--- src/hw/rtl/gzhc_pkg.sv ---
// gzhc_pkg: shared types and constants of the gzip header checker.
// Item structs for both channels, verdict codes and header flag bits.
// No dependencies.
`timescale 1ns / 1ps

package gzhc_pkg;

  // Default lower bound on buffer length, in bytes
  localparam int unsigned MinLengthDef = 16;

  // gzip magic bytes and method codes
  localparam logic [7:0] Magic1      = 8'h1F;
  localparam logic [7:0] Magic2      = 8'h8B;
  localparam logic [7:0] MethStored  = 8'h00;
  localparam logic [7:0] MethDeflate = 8'h08;

  // Bytes of time, extra flags and OS after the flag byte
  localparam logic [15:0] FixedLen = 16'd6;

  // Flag byte bit positions
  localparam int unsigned FlContBit    = 1;
  localparam int unsigned FlExtraBit   = 2;
  localparam int unsigned FlNameBit    = 3;
  localparam int unsigned FlCommentBit = 4;
  localparam int unsigned FlEncryptBit = 5;

  // Trailing zero bytes that make a buffer "zero size"
  localparam logic [2:0] ZeroRunLen = 3'd4;

  // Verdict codes
  typedef enum logic [2:0] {
    ST_BUSY   = 3'd0,
    ST_VALID  = 3'd1,
    ST_SHORT  = 3'd2,
    ST_MAGIC  = 3'd3,
    ST_ZERO   = 3'd4,
    ST_METHOD = 3'd5,
    ST_FLAGS  = 3'd6,
    ST_TRUNC  = 3'd7
  } status_e;

  // One input item: a buffer byte and its last marker
  typedef struct packed {
    logic [7:0] data_byte;
    logic       last_byte;
  } in_item_t;

  // One result item
  typedef struct packed {
    status_e     status;
    logic        in_payload;
    logic        header_done;
    logic        stored_method;
    logic [31:0] header_length;
  } out_item_t;

endpackage

--- src/hw/rtl/gzhc_parser.sv ---
// gzhc_parser: header parse state and per-byte result logic.
// Updates the parse state once per advanced item and forms the result item.
// Uses gzhc_pkg.
`timescale 1ns / 1ps

module gzhc_parser #(
  parameter int unsigned MIN_LENGTH = gzhc_pkg::MinLengthDef
) (
  input  logic                clk_i,
  input  logic                rst_ni,
  input  logic                cfg_wr_en_i,
  input  logic                cfg_wr_data_i,
  input  logic                advance_i,
  input  gzhc_pkg::in_item_t  item_i,
  output gzhc_pkg::out_item_t result_o
);
  import gzhc_pkg::*;

  // Buffer length only matters up to MIN_LENGTH, so the counter saturates there
  localparam int unsigned CntW   = $clog2(MIN_LENGTH + 1);
  localparam logic [CntW-1:0] CntMax = CntW'(MIN_LENGTH);

  typedef enum logic [3:0] {
    PH_MAGIC1, PH_MAGIC2, PH_METHOD, PH_FLAGS, PH_FIXED, PH_XLO, PH_XHI,
    PH_EXTRA, PH_NAME, PH_COMMENT, PH_PAYLOAD, PH_HALT
  } phase_e;

  logic            reject_q;
  phase_e          phase_q, phase_d;
  logic [CntW-1:0] byte_cnt_q, byte_cnt_d;
  logic [15:0]     skip_q, skip_d;
  logic [7:0]      flags_q, flags_d;
  status_e         err_q, err_d;
  logic [2:0]      zrun_q, zrun_d;
  logic [31:0]     hdr_cnt_q, hdr_cnt_d;
  logic            stored_q, stored_d;
  status_e         status;
  logic [7:0]      b;

  // Next phase once the extra field (or its absence) is done
  function automatic phase_e after_extra(input logic [7:0] fl);
    phase_e ph;
    if (fl[FlNameBit]) ph = PH_NAME;
    else if (fl[FlCommentBit]) ph = PH_COMMENT;
    else ph = PH_PAYLOAD;
    return ph;
  endfunction

  function automatic phase_e after_fixed(input logic [7:0] fl);
    phase_e ph;
    if (fl[FlExtraBit]) ph = PH_XLO;
    else ph = after_extra(fl);
    return ph;
  endfunction

  assign b = item_i.data_byte;

  // Next state and verdict for the item in the input register
  always_comb begin
    phase_d   = phase_q;
    skip_d    = skip_q;
    flags_d   = flags_q;
    err_d     = err_q;
    stored_d  = stored_q;
    byte_cnt_d = (byte_cnt_q == CntMax) ? byte_cnt_q : byte_cnt_q + 1'b1;
    // run of trailing zero bytes, capped at the window size
    if (b != 8'h00) zrun_d = '0;
    else if (zrun_q == ZeroRunLen) zrun_d = zrun_q;
    else zrun_d = zrun_q + 1'b1;
    hdr_cnt_d = hdr_cnt_q;
    if (phase_q != PH_PAYLOAD && phase_q != PH_HALT && hdr_cnt_q != '1) begin
      hdr_cnt_d = hdr_cnt_q + 1'b1;
    end

    unique case (phase_q)
      PH_MAGIC1: begin
        if (b == Magic1) phase_d = PH_MAGIC2;
        else begin err_d = ST_MAGIC; phase_d = PH_HALT; end
      end
      PH_MAGIC2: begin
        if (b == Magic2) phase_d = PH_METHOD;
        else begin err_d = ST_MAGIC; phase_d = PH_HALT; end
      end
      PH_METHOD: begin
        if (b == MethStored) begin
          stored_d = 1'b1;
          phase_d  = PH_FLAGS;
        end else if (b == MethDeflate) begin
          stored_d = 1'b0;
          phase_d  = PH_FLAGS;
        end else begin
          err_d   = ST_METHOD;
          phase_d = PH_HALT;
        end
      end
      PH_FLAGS: begin
        flags_d = b;
        if (reject_q && (b[FlContBit] || b[FlEncryptBit])) begin
          err_d   = ST_FLAGS;
          phase_d = PH_HALT;
        end else begin
          skip_d  = FixedLen;
          phase_d = PH_FIXED;
        end
      end
      PH_FIXED: begin
        skip_d = skip_q - 1'b1;
        if (skip_d == '0) phase_d = after_fixed(flags_q);
      end
      PH_XLO: begin
        skip_d  = {8'h00, b};
        phase_d = PH_XHI;
      end
      PH_XHI: begin
        // XLEN arrives low byte first
        skip_d  = {b, skip_q[7:0]};
        phase_d = (skip_d == '0) ? after_extra(flags_q) : PH_EXTRA;
      end
      PH_EXTRA: begin
        skip_d = skip_q - 1'b1;
        if (skip_d == '0) phase_d = after_extra(flags_q);
      end
      PH_NAME: begin
        if (b == 8'h00) phase_d = flags_q[FlCommentBit] ? PH_COMMENT : PH_PAYLOAD;
      end
      PH_COMMENT: begin
        if (b == 8'h00) phase_d = PH_PAYLOAD;
      end
      PH_PAYLOAD: ;
      default: phase_d = PH_HALT;
    endcase

    // Verdict, in priority order, on the marked last byte
    status = ST_BUSY;
    if (item_i.last_byte) begin
      if (byte_cnt_d < CntMax) status = ST_SHORT;
      else if (err_d == ST_MAGIC) status = ST_MAGIC;
      else if (zrun_d == ZeroRunLen) status = ST_ZERO;
      else if (err_d != ST_BUSY) status = err_d;
      else if (phase_d != PH_PAYLOAD) status = ST_TRUNC;
      else status = ST_VALID;
    end
  end

  assign result_o.status        = status;
  assign result_o.in_payload    = (phase_q == PH_PAYLOAD);
  assign result_o.header_done   = (phase_d == PH_PAYLOAD);
  assign result_o.stored_method = stored_d;
  assign result_o.header_length = hdr_cnt_d;

  // Flag-rejection register
  always_ff @(posedge clk_i or negedge rst_ni) begin
    if (!rst_ni) begin
      reject_q <= 1'b1;
    end else if (cfg_wr_en_i) begin
      reject_q <= cfg_wr_data_i;
    end
  end

  // Parse state; cleared after the last byte of each buffer
  always_ff @(posedge clk_i or negedge rst_ni) begin
    if (!rst_ni) begin
      phase_q    <= PH_MAGIC1;
      byte_cnt_q <= '0;
      skip_q     <= '0;
      flags_q    <= '0;
      err_q      <= ST_BUSY;
      zrun_q     <= '0;
      hdr_cnt_q  <= '0;
      stored_q   <= 1'b0;
    end else if (advance_i) begin
      if (item_i.last_byte) begin
        phase_q    <= PH_MAGIC1;
        byte_cnt_q <= '0;
        skip_q     <= '0;
        flags_q    <= '0;
        err_q      <= ST_BUSY;
        zrun_q     <= '0;
        hdr_cnt_q  <= '0;
        stored_q   <= 1'b0;
      end else begin
        phase_q    <= phase_d;
        byte_cnt_q <= byte_cnt_d;
        skip_q     <= skip_d;
        flags_q    <= flags_d;
        err_q      <= err_d;
        zrun_q     <= zrun_d;
        hdr_cnt_q  <= hdr_cnt_d;
        stored_q   <= stored_d;
      end
    end
  end

endmodule

--- config.mk ---
export PLATFORM = sky130hd
export DESIGN_NAME = gzhc_parser
export DESIGN_NICKNAME = d
export VERILOG_FILES = /design/src/hw/rtl/gzhc_pkg.sv /design/src/hw/rtl/gzhc_parser.sv
export SDC_FILE = /design/constraint.sdc
export NUM_CORES = 1
export LEC_CHECK = 0
export BUFFER_PORTS_ARGS = -buffer_cell sky130_fd_sc_hd__clkbuf_2
export CAP_MARGIN = 20
export CORE_AREA = 2 2 119 121
export DETAILED_ROUTE_END_ITERATION = 12
export DIE_AREA = 0 0 121 123
export GPL_TIMING_DRIVEN = 0
export SLEW_MARGIN = 30
export SYNTH_ARGS = -nofsm -noshare
export SYNTH_HDL_FRONTEND = slang
export SYNTH_SLANG_ARGS = --single-unit
export TNS_END_PERCENT = 1
--- constraint.sdc ---
create_clock -name clk_i -period 3.1 [get_ports clk_i]
set_input_delay 0.465 -clock clk_i [delete_from_list [all_inputs] [get_ports clk_i]]
set_output_delay 0.465 -clock clk_i [all_outputs]
set_load 0.02 [all_outputs]
==> run summary, run 1 <==
H-tree lvl count = 3
Crit path buffers/inverters = 3
Largest net degree at the start of global routing = 69
Worst vdd rail ir drop = 232.3 µV
Sink Count = 68
Worst setup SP type = flip-flop
Chip width = 121 µm
Dpl ws = -0.09999 ns
Fin cells = 897
Worst clock skew = 0.009834 ns
DRC errors left = 0
Synth Warn # = 0
Top-area cell type share of the netlist area = 31.37%
Power Density = 557.1 nW/µm²
Post-synth EDFFs = 0
DR WL/cell = 17.40 µm
Die area = 14,880 µm²
Total CTS buffers = 9
Core Area = 13,610 µm²
Gr usage total = 21.42%
Max frequency = 0.3120 GHz
Fraction of the cycle the final worst path needs = 103.4%
Vias in the first global route = 4,913
Area leader, netlist = dfrtp_1
Rel. slew slack = 46.40%
Placer Congestion = 0.9443
RSZ-0062 raised after global routing = true
Commonest cells post-synth = dfrtp_1 (67), nand2_1 (45), o21ai_0 (44)
Critical path startpoint = skip_q[0]
First-pass GRT wire length = 25.19 mm
GRT overflow = 0
Clk pin slew, worst setup/hold paths = 0.06 ns
Vias per cell = 5.755
Antenna Cells = 0
Starting density of the core = 39.26%
Drt pass-1 iters = 7
Root buffer cell = clkbuf_16
Maxcap violations = 0
Slowest CP cell = dfrtp_1
CP Cell Sequence = clkbuf_8 > inv_2 > ha_4 > nor4_1 > nand4_1 > a32oi_2 > and4_4 > a31oi_4 > o211ai_1 > a31oi_1 > buf_4
Sequential fraction of the synthesis area = 31.87%
WS Path Type = reg2out
Final hold viol count = 0
Setup crit end kind = primary output
CP max FO = 7
Iter 0 DRT Violations = 384
Ys flop type = dfrtp_1
WP data arrival = 2.74 ns
Worst Reg-to-Reg Cells = 11
Synthesized instance count = 636
HPWL after DPL = 10.97 mm
PortBufs = 50
Worst-skew pair later-pin latency = 0.35 ns
Shortest period the worst path allows = 3.206 ns
Top post-synthesis cells by area = dfrtp_1 (31%), xnor2_1 (5.4%), o21ai_0 (4.1%)
Failing checks = setup timing
Post-synth ARST share = 100.0%
# setup viols final = 3
Leak = 2.634 nW
Share of layout cells above drive strength 1 = 23.57%
CP max stage delay = 0.37 ns
Post-synthesis register bit count = 68
DP Cell Count = 866
Row cnt = 43
Total Power = 3.610 mW
Post-Syn Nets = 657
Synth unique cells = 87
Io pins = 52
Mapped Avg Cell Area = 8.402 µm²
Total Wirelength = 15.60 mm
Vias = 5,162
Final setup margin = -0.1056 ns
HP Class = in2async
Layout Nets = 733
Max clock buf depth = 2
Top Family by Delay on Critical Path = simple AND/OR/NAND/NOR gates
Worst r2r src = skip_q[0]
Slew @ Worst Pin = 0.7987 ns
Initial antenna violation count = 0
Critical path endpoint = result_o[37]
Hold_ws = 0.1303 ns
Slew Viols, Final = 0
Status = complete, but fails checks
Top-count cell post-synth = dfrtp_1
RR Endpoint = phase_q[0]
P&R area growth vs syn = 21.26%
Mapped Area = 5344 µm²
R2r setup slk = 0.67 ns
TritonCTS clock tree = built
Hold Buf Count CTS = 0
Critical Path RT = 2.63 ns
Final ANT Viol Nets = 0
Crit path depth = 11
Die height = 123 µm
==> worst reg2reg max path: stages (launching register included) <==
cell	delay (ns)
dfrtp_1	0.39
clkbuf_8	0.14
inv_2	0.06
ha_4	0.16
or2b_4	0.28
nor3_4	0.23
a21boi_2	0.09
nand2b_4	0.15
or3_4	0.39
buf_4	0.15
a211oi_2	0.13
o22ai_1	0.10
==> worst min path at each step <==
stage | from | end | slack (ns) | depth (start not counted)
detailed placement | stored_q | stored_q | 0.52 | 2
global placement | stored_q | stored_q | 0.53 | 2
floorplan | rst_ni | byte_cnt_q[0] | 0.17 | 0
global route | rst_ni | hdr_cnt_q[10] | 0.19 | 1
CTS | rst_ni | hdr_cnt_q[10] | 0.16 | 1
finish | rst_ni | hdr_cnt_q[10] | 0.13 | 1
==> power breakdown <==
group          total, mW  internal [mW]  switching [mW]
clock               1.13          0.722           0.405
sequential          1.13          0.998           0.132
combinational       1.35          0.566           0.787
==> timing repair <==
action	CTS	global route
gates resized for setup	26	24
pin swaps	10	10
endpoints found under the setup margin	15	30
setup buffers	11	7
==> layer usage <==
metal / wire (µm) / global-route usage [%]
met1: 7094 / 28.30
met2: 7493 / 35.92
met3: 769 / 3.644
met4: 247 / 6.613
met5: 0 / 0
==> metrics by stage <==
step	util, %	TNS [ns]	cell area (µm²)
detailed placement	42.85	-0.1687	5833
finish	47.61	-0.1944	6480
global placement	42.75	-0.1440	5819
CTS	46.46	-0.5564	6324
global route	47.61	-1.664	6480
floorplan	-	0	5344
==> cells by family after synthesis <==
family / Yosys count / share of synthesized area, %
buffers and inverters: 79 / 7.001
xor gates and xnor gates: 39 / 6.392
AOI/OAI and AO/OA: 161 / 20.35
muxes: 21 / 3.980
DFF: 68 / 31.87
and+or+nand+nor: 261 / 28.78
adders and majority gates: 7 / 1.639
==> cells in the final DEF, fill, tap and decap left out, types with 4 or more instances in the layout <==
cell type,Yosys,layout
clkbuf_2,2,50
xor2_1,6,6
nand2b_1,6,6
buf_4,2,23
buf_2,4,4
nor3b_1,4,4
buf_6,7,6
dfrtp_2,0,4
clkbuf_16,0,9
o22ai_1,30,30
ha_1,7,6
nor2b_1,29,27
xnor2_1,33,32
o21ai_0,44,44
inv_1,42,40
clkbuf_1,20,16
clkbuf_8,1,4
a21oi_1,24,24
and2_1,6,6
and4_1,5,4
a22o_1,5,5
a22oi_1,7,7
nor3_1,22,18
nor4_1,8,6
nand3_1,29,29
nand4_1,11,11
and3_1,12,12
nor4_2,7,8
mux2i_1,19,19
nand2_1,45,45
nor2_1,39,39
nor3_2,1,4
dfrtp_1,67,63
nor4b_1,5,4
==> state kept, by name, summed over array words and instances (netlist names) <==
| register | cells |
|---|---|
| err_q | 3 |
| hdr_cnt_q | 32 |
| flags_q | 3 |
| skip_q | 16 |
| zrun_q | 3 |
| stored_q | 1 |
| phase_q | 4 |
| byte_cnt_q | 5 |
| reject_q | 1 |
==> cell type report <==
class	instances	area, µm²
repair buffers	68	401.6
multi-input cells	489	3460
well taps	180	225.2
clock inverters	5	75.07
clock buffers	11	242.7
flip-flops and latches	68	1708
plain buffers	33	206.4
inverters	43	161.4
fillers	1326	7132
Power figures use the tool's default switching activity.
==> inputs of run 2 (changes only) <==
--- a/config.mk
+++ b/config.mk
@@ -6,7 +6,6 @@
 export NUM_CORES = 1
 export LEC_CHECK = 0
 export BUFFER_PORTS_ARGS = -buffer_cell sky130_fd_sc_hd__clkbuf_2
-export CAP_MARGIN = 20
 export CORE_AREA = 2 2 119 121
 export DETAILED_ROUTE_END_ITERATION = 12
 export DIE_AREA = 0 0 121 123
==> constraint.sdc (replaced) <==
create_clock -name clk_i -period 4.05 [get_ports clk_i]
set_input_delay 0.6075 -clock clk_i [delete_from_list [all_inputs] [get_ports clk_i]]
set_output_delay 0.6075 -clock clk_i [all_outputs]
set_load 0.02 [all_outputs]
==> run summary, run 2 (synthesis gave the netlist of run 1 again) <==
Die area = 14,880 µm² (unchanged)
CP max stage delay = 0.44 ns (+0.07 ns)
Maxcap violations = 0 (unchanged)
Setup crit end kind = primary output
Chip width = 121 µm (unchanged)
Post_cts resized = 0 (-100%)
Initial antenna violation count = 0 (unchanged)
Max reg flops = 32 (unchanged)
# setup viols final = 0 (-3)
Slowest CP cell = nor2b_1
Largest regs = hdr_cnt_q: 32 flops, skip_q: 16 flops, byte_cnt_q: 5 flops
Hold Buf Count CTS = 0 (unchanged)
Placer Congestion = 0.9443 (unchanged)
Final hold viol count = 0 (unchanged)
Vias per cell = 5.706 (-0.84%)
Fraction of the cycle the final worst path needs = 92.37%
Starting density of the core = 39.26% (unchanged)
Hold_ws = 0.2780 ns (+0.1477 ns)
Core Area = 13,610 µm² (unchanged)
Post-CTS Setup Inserts = 0 (-11)
Slew Viols, Final = 0 (unchanged)
Leak = 2.483 nW (-5.7%)
Worst setup SP type = flip-flop
Commonest non-fill, non-tap cell in the layout = dfrtp_1
Drt pass-1 iters = 4 (-3)
Total Wirelength = 15.10 mm (-3.3%)
Max frequency = 0.2673 GHz
Reg with most FFs = hdr_cnt_q
First-pass GRT wire length = 24.87 mm (-1.3%)
RSZ-0062 raised after global routing = false
Row cnt = 43 (unchanged)
PortBufs = 50 (unchanged)
Status = finished clean
Root buffer cell = clkbuf_16
Iter 0 DRT Violations = 383 (-0.26%)
GRT overflow = 0 (unchanged)
H-tree lvl count = 3 (unchanged)
Gr usage total = 21.13% (-0.29 points)
Clk pin slew, worst setup/hold paths = 0.06 ns (about the same)
Power Density = 430.2 nW/µm² (-23%)
Worst clock skew = 0.01108 ns (+0.001245 ns)
Total CTS buffers = 9 (unchanged)
Vias in the first global route = 4,877 (-0.73%)
HPWL after DPL = 10.97 mm (unchanged)
Total Power = 2.646 mW (-27%)
Worst vdd rail ir drop = 173.6 µV (-25%)
DRC errors left = 0 (unchanged)
Final ANT Viol Nets = 0 (unchanged)
TritonCTS clock tree = built
HP Class = in2async
Shortest period the worst path allows = 3.741 ns
Worst-skew pair later-pin latency = 0.35 ns (about the same)
Fin cells = 882 (-1.7%)
Layout Nets = 718 (-2.0%)
Final setup margin = 0.3090 ns (+0.4146 ns)
Most frequent cells in the layout = dfrtp_1 (67), clkbuf_2 (51), nand2_1 (45)
Sequential cell area = 1703 µm² (-0.29%)
Max clock buf depth = 2 (unchanged)
Antenna Cells = 0 (unchanged)
Largest net degree at the start of global routing = 69 (unchanged)
Io pins = 52 (unchanged)
Rel. slew slack = 47.04% (+0.64 points)
P&R area growth vs syn = 15.10%
Die height = 123 µm (unchanged)
Slew @ Worst Pin = 0.7891 ns (-0.009524 ns)
DR WL/cell = 17.12 µm (-1.6%)
WS Path Type = reg2out
WP data arrival = 3.13 ns (+0.39 ns)
Dpl ws = 0.6059 ns (+0.7059 ns)
DP Cell Count = 866 (unchanged)
Area taken by multi-input logic gates = 3272 µm² (-5.4%)
Vias = 5,033 (-2.5%)
CP Cell Sequence = clkbuf_1 > inv_1 > ha_1 > nor2b_1 > nand4_1 > a32oi_1 > and4_4 > a31oi_2 > o211ai_1 > a31oi_1 > clkbuf_2
CP max FO = 10 (+3)
Critical Path RT = 3.44 ns (+0.81 ns)
Sink Count = 68 (unchanged)
Share of layout cells above drive strength 1 = 17.66% (-5.9 points)
# fillers = 1,352 (+2.0%)
Final setup TNS = 0 ns (+0.1944 ns)
run 2: changes by cell type in the layout (fill, tap and decap cells not counted), moves of 3 or more:
cell      delta
dfrtp_1      +4
nor3_1       +4
clkbuf_1     +5
buf_4       -21
dfrtp_2      -4
nor3_2       -3
run 2: where the power goes:
group	switching [mW]	internal, mW	total (mW)	leakage [nW]
registers	0.0933	0.763	0.857	0.914
clock network	0.307	0.553	0.859	0.159
logic	0.570	0.360	0.930	1.41
total	0.970	1.68	2.65	2.48
run 2: layout make-up:
cell class / count / share of cell area, %
inverters: 43 / 2.624
repair buffers: 50 / 4.211
clock inverters: 5 / 1.221
well taps: 180 / 3.662
clock buffers: 11 / 3.946
multi-input cells: 489 / 53.19
flip-flops and latches: 68 / 27.69
plain buffers: 36 / 3.458
run 2: per-stage QoR:
step                      util, %  instance area, µm²
final                       45.19                6151
after global routing        45.19                6151
after CTS                   45.19                6151
after detailed placement    42.85                5833
after global placement      42.75                5819
after floorplan                 -                5344
run 2: final timing paths:
path / startpoint / endpoint / slack [ns] / cells after the start
worst min-delay path: rst_ni / hdr_cnt_q[10] / 0.28 / 1
worst max-delay path: skip_q[0] / result_o[37] / 0.31 / 11
min in group clk_i: cfg_wr_data_i / reject_q / 0.50 / 2
worst min register to register: stored_q / stored_q / 0.53 / 2
worst max register to register: skip_q[0] / phase_q[1] / 1.31 / 10
max in group asynchronous: rst_ni / flags_q[4] / 3.36 / 1
run 2: per-layer routing:
metal  global-route usage, %  part of all wire, %  routed length, µm  vias to the layer above
met5                       0                    0                  0                        -
met4                   6.468                  1.7                254                        0
met3                   3.598                  4.2                634                       18
met2                   35.36                   47               7161                      137
met1                   27.99                   47               7046                     2442
li1                        -                    -                  -                     2436
run 2: worst max-delay path, delay by kind of cell, from the launching register on:
kind / cells / cell delay, ns
and+or+nand+nor: 3 / 0.91
AOI/OAI and AO/OA: 4 / 0.76
buffers and inverters: 3 / 0.48
DFF: 1 / 0.38
adders and majority gates: 1 / 0.25
==> inputs of run 3 (changes only) <==
--- a/config.mk
+++ b/config.mk
@@ -5,11 +5,12 @@
 export SDC_FILE = /design/constraint.sdc
 export NUM_CORES = 1
 export LEC_CHECK = 0
-export BUFFER_PORTS_ARGS = -buffer_cell sky130_fd_sc_hd__clkbuf_2
+export BUFFER_PORTS_ARGS = -buffer_cell sky130_fd_sc_hd__buf_4
 export CORE_AREA = 2 2 119 121
 export DETAILED_ROUTE_END_ITERATION = 12
 export DIE_AREA = 0 0 121 123
 export GPL_TIMING_DRIVEN = 0
+export RECOVER_POWER = 100
 export SLEW_MARGIN = 30
 export SYNTH_ARGS = -nofsm -noshare
 export SYNTH_HDL_FRONTEND = slang
==> run summary, run 3 (synthesis gave the netlist of run 1 again) <==
Setup crit end kind = primary output
Final hold viol count = 0 (unchanged)
Post-CTS Setup Inserts = 0 (unchanged)
Shortest period the worst path allows = 3.786 ns (+0.04537 ns)
Fraction of the cycle the final worst path needs = 93.49% (+1.1 points)
Commonest non-fill, non-tap cell in the layout = dfrtp_1
Root buffer cell = clkbuf_16
Largest net degree at the start of global routing = 69 (unchanged)
Worst setup SP type = flip-flop
Chip width = 121 µm (unchanged)
Max reg flops = 32 (unchanged)
DRC errors left = 0 (unchanged)
GRT overflow = 0 (unchanged)
Reg with most FFs = hdr_cnt_q
Power Density = 428.1 nW/µm² (-0.49%)
Final setup TNS = 0 ns (unchanged)
HP Class = in2reg
Post_cts resized = 0 (unchanged)
# setup viols final = 0 (unchanged)
Placer Congestion = 0.9211 (-2.5%)
TritonCTS clock tree = built
DP Cell Count = 866 (unchanged)
Gr usage total = 21.15% (about the same)
Rel. slew slack = -24.12% (-71 points)
PortBufs = 50 (unchanged)
Post-layout util = 44.28% (-0.91 points)
Clk pin slew, worst setup/hold paths = 0.06 ns (about the same)
First-pass GRT wire length = 24.92 mm (+0.16%)
# fillers = 1,405 (+3.9%)
WS Path Type = reg2out
HPWL after DPL = 11.15 mm (+1.6%)
Total Wirelength = 15.36 mm (+1.8%)
DR WL/cell = 17.42 µm (+1.8%)
Io pins = 52 (unchanged)
Status = complete, but fails checks
Sink Count = 68 (unchanged)
Maxcap violations = 1 (+1)
Total CTS buffers = 9 (unchanged)
H-tree lvl count = 3 (unchanged)
Vias = 5,059 (+0.52%)
Die area = 14,880 µm² (unchanged)
Max clock buf depth = 2 (unchanged)
Worst clock skew = 0.008629 ns (-0.002450 ns)
Drt pass-1 iters = 5 (+1)
Leak = 2.328 nW (-6.3%)
Vias in the first global route = 4,890 (+0.27%)
Hold Buf Count CTS = 0 (unchanged)
Fin cells = 882 (unchanged)
Hold_ws = 0.5106 ns (+0.2326 ns)
Core Area = 13,610 µm² (unchanged)
Iter 0 DRT Violations = 316 (-17%)
Final ANT Viol Nets = 0 (unchanged)
RSZ-0062 raised after global routing = false
Row cnt = 43 (unchanged)
Critical path startpoint = skip_q[0]
Die height = 123 µm (unchanged)
Worst vdd rail ir drop = 185.1 µV (+6.6%)
Share of layout cells above drive strength 1 = 10.26% (-7.4 points)
Starting density of the core = 39.26% (unchanged)
Most frequent cells in the layout = dfrtp_1 (67), clkbuf_1 (59), nand2_1 (45)
Slew @ Worst Pin = 1.862 ns (+1.073 ns)
Failing checks = capacitance limit, slew limit
Total Power = 2.580 mW (-2.5%)
Critical Path RT = 3.44 ns (about the same)
WP data arrival = 3.18 ns (+0.05 ns)
Max frequency = 0.2641 GHz (-1.2%)
Slew Viols, Final = 69 (+69)
Layout Nets = 718 (unchanged)
Hold path start = cfg_wr_data_i
Initial antenna violation count = 0 (unchanged)
Worst-skew pair later-pin latency = 0.34 ns (about the same)
CP max FO = 10 (unchanged)
P&R area growth vs syn = 12.78%
Vias per cell = 5.736 (+0.52%)
Worst r2r src = skip_q[0]
Largest regs = hdr_cnt_q: 32 flops, skip_q: 16 flops, byte_cnt_q: 5 flops
Antenna Cells = 0 (unchanged)
==> run 3: changes by cell type in the layout (fill, tap and decap cells not counted), sizes merged <==
| cell | change |
|---|---|
| clkbuf | -12 |
| buf | +11 |
| clkinvlp | +2 |
| bufinv | -1 |
==> run 3: per-stage QoR <==
step,area [µm²],setup WS (ns)
after floorplan,5344,0.8510
after global routing,6027,0.08530
after global placement,5944,0.6168
after CTS,6252,0.2978
final,6027,0.2636
after detailed placement,5949,0.5977
==> run 3: layout make-up <==
type | instances | area, µm² | area share, %
multi-input combinational | 489 | 3197 | 53.04
sequential | 68 | 1703 | 28.25
clock buffer | 10 | 239.0 | 3.965
timing repair buffer | 50 | 237.7 | 3.944
tap | 180 | 225.2 | 3.737
buffer | 36 | 200.2 | 3.322
inverter | 43 | 161.4 | 2.678
clock inverter | 6 | 63.81 | 1.059
==> run 3: worst paths after layout <==
path	cells after the start	to	slack, ns
worst max-delay path	11	result_o[36]	0.26
worst min-delay path	2	reject_q	0.51
worst max register to register	10	phase_q[1]	1.22
worst min register to register	1	byte_cnt_q[2]	0.54
max in group asynchronous	1	hdr_cnt_q[3]	2.17
min in group asynchronous	1	skip_q[15]	0.78
==> run 3: power by group <==
group	internal, mW	leakage, nW	switching [mW]	total (mW)
logic	0.343	1.27	0.571	0.913
registers	0.763	0.914	0.0917	0.854
clock network	0.492	0.144	0.320	0.812
total	1.60	2.33	0.982	2.58
==> run 3: per-layer routing <==
layer | up-vias | routed length (µm) | global-route usage (%)
met1 | 2448 | 6905 | 28.01
li1 | 2439 | - | -
met5 | - | 0 | 0
met2 | 148 | 7335 | 35.08
met3 | 24 | 838 | 2.860
met4 | 0 | 284 | 8.285
==> run 3: worst max-delay path: stages, from the launching register on <==
cell and delay [ns]:
dfrtp_1 0.38, clkbuf_1 0.21, inv_1 0.10, ha_1 0.27, nor2b_1 0.44, o211ai_1 0.19
o2bb2ai_1 0.18, and4_4 0.22, a31oi_1 0.27, nor2_2 0.10, a311oi_2 0.30, buf_4 0.19
